$ cat config.mk
export PLATFORM = sky130hd
export DESIGN_NAME = ddo_div
export DESIGN_NICKNAME = d
export VERILOG_FILES = /design/src/hdl/ddo_pkg.sv /design/src/hdl/ddo_div.sv
export SDC_FILE = /design/constraint.sdc
export NUM_CORES = 1
export LEC_CHECK = 0
export BUFFER_PORTS_ARGS = -buffer_cell sky130_fd_sc_hd__buf_2
export CORE_ASPECT_RATIO = 1.2
export CORE_MARGIN = 2
export CORE_UTILIZATION = 45
export CTS_CLUSTER_DIAMETER = 80
export DETAILED_ROUTE_END_ITERATION = 16
export PLACE_DENSITY = 0.66
export SYNTH_ARGS = -nofsm -noshare
export SYNTH_HDL_FRONTEND = slang
export SYNTH_SLANG_ARGS = --single-unit
$ cat constraint.sdc
create_clock -name clk -period 7 [get_ports clk]
set_clock_uncertainty 0.2 [all_clocks]
set_input_delay 0.7 -clock clk [delete_from_list [all_inputs] [get_ports clk]]
set_output_delay 0.7 -clock clk [all_outputs]
set_load 0.02 [all_outputs]
$ cat src/hdl/ddo_pkg.sv
`default_nettype none
package ddo_pkg;

  localparam int ANGLE_BITS   = 16;
  localparam int CORDIC_STEPS = 24;
  localparam int CNT_W        = $clog2(CORDIC_STEPS);
  localparam int DVD_W        = 44;
  localparam int DVS_W        = 32;

  localparam logic [31:0] DPT_RESET  = 32'd1816353;
  localparam logic [31:0] TURN_RESET = 32'd1502342000;
  localparam logic signed [33:0] CORDIC_X0 = 34'sd652032874;

  localparam logic CFG_DPT  = 1'b0;
  localparam logic CFG_TURN = 1'b1;

  typedef enum logic [4:0] {
    ST_IDLE, ST_SUM, ST_DIFF, ST_TH_LO, ST_TH_HI, ST_TH_DONE,
    ST_CORD, ST_CMAG, ST_X_LO, ST_X_HI, ST_X_DONE,
    ST_Y_LO, ST_Y_HI, ST_Y_DONE, ST_RSTART, ST_RWAIT, ST_DONE
  } state_t;

  typedef enum logic [1:0] {
    RSEL_X, RSEL_Y, RSEL_TH
  } rsel_t;

  function automatic logic [31:0] atan_lut(input logic [CNT_W-1:0] i);
    logic [31:0] v;
    case (i)
      5'd0:  v = 32'd536870912;
      5'd1:  v = 32'd316933406;
      5'd2:  v = 32'd167458907;
      5'd3:  v = 32'd85004756;
      5'd4:  v = 32'd42667331;
      5'd5:  v = 32'd21354465;
      5'd6:  v = 32'd10679838;
      5'd7:  v = 32'd5340245;
      5'd8:  v = 32'd2670163;
      5'd9:  v = 32'd1335087;
      5'd10: v = 32'd667544;
      5'd11: v = 32'd333772;
      5'd12: v = 32'd166886;
      5'd13: v = 32'd83443;
      5'd14: v = 32'd41722;
      5'd15: v = 32'd20861;
      5'd16: v = 32'd10430;
      5'd17: v = 32'd5215;
      5'd18: v = 32'd2608;
      5'd19: v = 32'd1304;
      5'd20: v = 32'd652;
      5'd21: v = 32'd326;
      5'd22: v = 32'd163;
      5'd23: v = 32'd81;
      default: v = 32'd0;
    endcase
    return v;
  endfunction

endpackage
`default_nettype wire

$ cat src/hdl/ddo_div.sv
`default_nettype none
module ddo_div
  import ddo_pkg::*;
(
  input  wire logic             clk,
  input  wire logic             rst,
  input  wire logic             start,
  input  wire logic [DVD_W-1:0] dividend,
  input  wire logic [DVS_W-1:0] divisor,
  output logic                  done,
  output logic      [DVD_W-1:0] quotient
);

  logic [DVS_W-1:0]       rem;
  logic [DVD_W-1:0]       dvd;
  logic [DVS_W-1:0]       dvs;
  logic [$clog2(DVD_W):0] cnt;
  logic                   busy;
  logic [DVS_W:0]         trial;
  logic                   fits;

  assign trial = {rem, dvd[DVD_W-1]};
  assign fits  = trial >= {1'b0, dvs};

  always_ff @(posedge clk) begin
    if (rst) begin
      busy <= 1'b0;
      done <= 1'b0;
    end else begin
      done <= busy && cnt == 1;
      if (start) begin
        busy <= 1'b1;
      end else if (busy && cnt == 1) begin
        busy <= 1'b0;
      end
    end
  end

  always_ff @(posedge clk) begin
    if (start) begin
      rem <= '0;
      dvd <= dividend;
      dvs <= divisor;
      cnt <= ($clog2(DVD_W)+1)'(DVD_W);
    end else if (busy) begin
      rem      <= fits ? DVS_W'(trial - {1'b0, dvs}) : trial[DVS_W-1:0];
      dvd      <= {dvd[DVD_W-2:0], 1'b0};
      quotient <= {quotient[DVD_W-2:0], fits};
      cnt      <= cnt - 1'b1;
    end
  end

endmodule
`default_nettype wire

Yosys cells after proc, flatten, opt, wreduce, memory -nomap -nowiden
Cells that the tools add are included.

cells by class
  add/sub/neg operators = 2
  mux-type cells = 5
  bitwise logic cells = 1
  reductions and logical operators = 4
  equal/unequal tests = 1
  $lt $le $gt $ge = 1

operator list
  cell                                                 number
  2-to-1 mux 44 bit                                    2
  greater-or-equal comparator 33 x 32 -> 1 bit         1
  2-to-1 mux 32 bit                                    1
  subtractor 32 bit                                    1
  equality test 7 x 1 -> 1 bit, second input constant  1
  subtractor 7 x 1 -> 7 bit, second input constant     1
  nonzero test 2 bit                                   2
  2-to-1 mux 1 bit                                     2
  AND reduction 2 bit                                  1
  logical AND 1 bit                                    1
  NOT 1 bit                                            1

word-level totals
  bits of input ports = 79
  register bits = 161
  output and inout bits = 45

Depth between registers and ports, before layout
  word-level depth = 4
  mapped depth = 13

Worst setup path before layout
No wires, ideal clock.

  kind = input port to flip-flop
  from = input port start
  to = register rem[20]
  stages = 5
  buffers on the path = 1
  data required time = 6666 ps
  slack = 3912 ps
  arrival time = 2754 ps
  cell sequence = clkbuf_1 -> nand2b_1 -> clkinv_1 -> nand2b_1 -> o21ai_0

RTL lines
  item                  RTL line       RTL
  from (decl)           ddo_div.sv:7   input wire logic start,
  to (signal assigned)  ddo_div.sv:46  rem <= fits ? DVS_W'(trial - {1'b0, dvs}) : trial[DVS_W-1:0];
  to (decl)             ddo_div.sv:14  logic [DVS_W-1:0] rem;

Worst setup path in the final report
  from = register dvs[1]
  to = register rem[19]

between the ends
  longest elaborated chain between the ends = 2

ends and longest elaborated chain
  item                                                                                      RTL line                      RTL
  from (decl)                                                                               ddo_div.sv:16                 logic [DVS_W-1:0] dvs;
  from (signal assigned)                                                                    ddo_div.sv:43                 dvs <= divisor;
  subtractor 32 bit / greater-or-equal comparator 33 x 32 -> 1 bit (equally long branches)  ddo_div.sv:46, ddo_div.sv:23
  2-to-1 mux 32 bit *                                                                       ddo_div.sv:46

Every way passes the cells marked *; elsewhere a longest branch is shown, timed or not.
A chain may end at the register's enable or synchronous reset.

==> reports/results.txt <==
Mapped Cells - 615
Die area - 18160 µm²
Share of cells above drive strength 1 - 28.30%
Tcrit/Tclk final - 47.09%
Max cap viols - 0
Outcome - finished clean
Post-route DRC - 0
DRT Wirelength - 14.78 mm
Worst Path Required - 7130 ps
Main area contributors after synthesis - edfxtp_1 (47%), dfxtp_1 (11%), mux2_2 (6.3%), ha_1 (5.5%), mux2i_1 (3.1%)
Setup TNS - 0 ps
Clock slew at reported path FFs - 70 ps
Least-Margin Pin Slew - 1305 ps
Core Util, Final - 54.38%
Gr ovfl total - 0
Final Max Tran Viols - 0
First-pass GRT wire length - 25.11 mm
Vias in the first global route - 5205
Clk sinks - 161
Storage cell area - 4424 µm²
Most common cell in the netlist - edfxtp_1
Final ANT Viol Nets - 0
Yosys warns - 0
Synth cell types - 57
Post-synthesis average cell area - 12.51 µm²
Site row count - 52
Wirelength per Cell - 15.32 µm
Hold Path Class - primary input to flop
Via count - 5114
DP HPWL - 10.27 mm
IO buf count - 123
Area share of the largest cell type after synthesis - 46.85%
RSZ-0062 raised after global routing - no
Core area - 16790 µm²
Post-CTS resize count - 0
Die Y - 147.2 µm
Via-to-Cell Ratio - 5.299
Final GP Congestion - 0.9113
TritonRoute pass-1 iters - 4
Maximum VDD drop - 0.1743 mV
Post-CTS Hold Fix Bufs - 0
N_diodes - 0
Worst setup SP type - flop
Final nets - 850
CP Launch Point - dvs[1]$_DFFE_PP_
Post-CTS setup repair buffer count - 0
Pre-CTS setup slack - 3697 ps
Final hold violation count - 0
Die width - 123.3 µm
Clk Latency, worst-skew pair - 430 ps
Worst EP arrival - 3420 ps
Largest net degree at the start of global routing - 56
Syn nets - 729
Cts bufs inserted - 17
Crit path max fanout - 35
Yosys top cell by area - edfxtp_1
Cell leakage power - 0.003943 µW
Seq/Total Area, Yosys - 57.52%
Iteration-0 DRC Markers - 283
Slew HR - 12.71%
CTS tree - yes
Flops & latches, synth - 161
Area growth, synth to finish - 18.69%
Starting Density - 45.82%
Worst r2r src - dvs[1]$_DFFE_PP_
Top post-synthesis cells by count - edfxtp_1 (120), mux2_2 (43), dfxtp_1 (41), nor2_1 (41), inv_1 (38)
Fraction of registers with async set or reset after synthesis - 0%
Fillers - 1467
H-tree depth - 4
Gr usage total - 17.36%
Synthesized area - 7691 µm²
Multi-input gate area - 2997 µm²
F_max - 0.3034 GHz
Root buffer cell - clkbuf_16
Number of flops mapped to enable cells by yosys - 120
Top FF cell, synth - edfxtp_1
HP Start - divisor[28]
Worst setup EP type - flop
Min Tclk post-route - 3296 ps
Final Setup Violations - 0
Setup CP Type - flop to flop
CTS Buffer Depth - 2
PwrDens - 266.1 nW/µm²
PnR worst setup slack - 3704 ps
Initial antenna violation count - 0
Ports - 124
[cell families after synthesis]
| family | Yosys count | synth area share (%) |
|---|---|---|
| muxes | 67 | 9.419 |
| AOI/OAI and AO/OA | 131 | 12.40 |
| DFF | 161 | 57.52 |
| xor gates and xnor gates | 33 | 3.758 |
| adders and majority gates | 35 | 5.791 |
| and+or+nand+nor | 124 | 7.597 |
| buffers and inverters | 64 | 3.514 |
[flip-flops by register name, summed over array words and instances, names as in the netlist]
signal    cells
busy          1
cnt           7
done          1
dvd          44
dvs          32
quotient     44
rem          32
[metal layers]
layer	part of all wire (%)	GRT usage, %	up-vias	routed length, µm
met5	0	0	-	0
met4	2.0	7.386	0	289
met3	6.4	5.202	24	946
met2	48	27.75	145	7062
met1	44	21.73	2435	6484
li1	-	-	2510	-
[placed cells by master, fill, tap and decap left out, types with 6 or more instances in the layout]
cell type / n
o21ai_0: 20
nand2b_1: 10
xor2_1: 15
nor3_1: 6
mux2i_1: 24
inv_1: 38
mux2_2: 43
a31oi_1: 7
a32oi_1: 7
ha_1: 34
a21oi_1: 27
nand3_1: 10
edfxtp_1: 120
a21o_1: 15
nor2_1: 41
nand2_1: 32
a211oi_1: 20
xnor2_1: 18
buf_2: 122
clkbuf_16: 17
dfxtp_1: 41
[area by class of cell]
cell class | count | area share (%)
flip-flops and latches | 161 | 48.46
multi-input cells | 390 | 32.83
clock buffers | 17 | 4.660
inverters | 39 | 1.604
repair buffers | 127 | 7.100
well taps | 216 | 2.961
clock inverters | 15 | 2.385
[critical path, stage by stage (launching register included)]
cell	delay (ps)
edfxtp_1	430
inv_1	80
ha_1	230
nor2b_1	140
o21bai_1	270
a31oi_4	160
a21oi_4	210
o31ai_4	100
a21o_4	250
a31oi_4	160
buf_4	470
mux2i_1	160
a211oi_1	300
[power by group]
group | total (µW) | internal [µW] | switching (µW)
registers | 1120 | 1100 | 25.7
clock network | 996 | 581 | 415
logic | 310 | 134 | 176
total | 2430 | 1810 | 617
[worst paths after layout]
path,to,cells past startpoint,slack [ps]
worst min register to register,quotient[24]$_DFFE_PP_,0,250
worst min-delay path,dvs[28]$_DFFE_PP_,1,240
worst max-delay path,rem[19]$_SDFFE_PP0P_,12,3700
worst max register to register,rem[19]$_SDFFE_PP0P_,12,3700
[through the flow]
step	hold WS (ps)	instance area [µm²]	power [µW]	std cells
6_report	243.0	9129	2429	965
5_1_grt	225.5	9129	2543	965
4_1_cts	225.9	9129	2453	965
3_5_place_dp	227.9	8486	1453	933
3_3_place_gp	229.2	8486	1444	933
2_1_floorplan	237.3	7691	1367	615
Note: power is estimated with default switching activity, not from simulation.
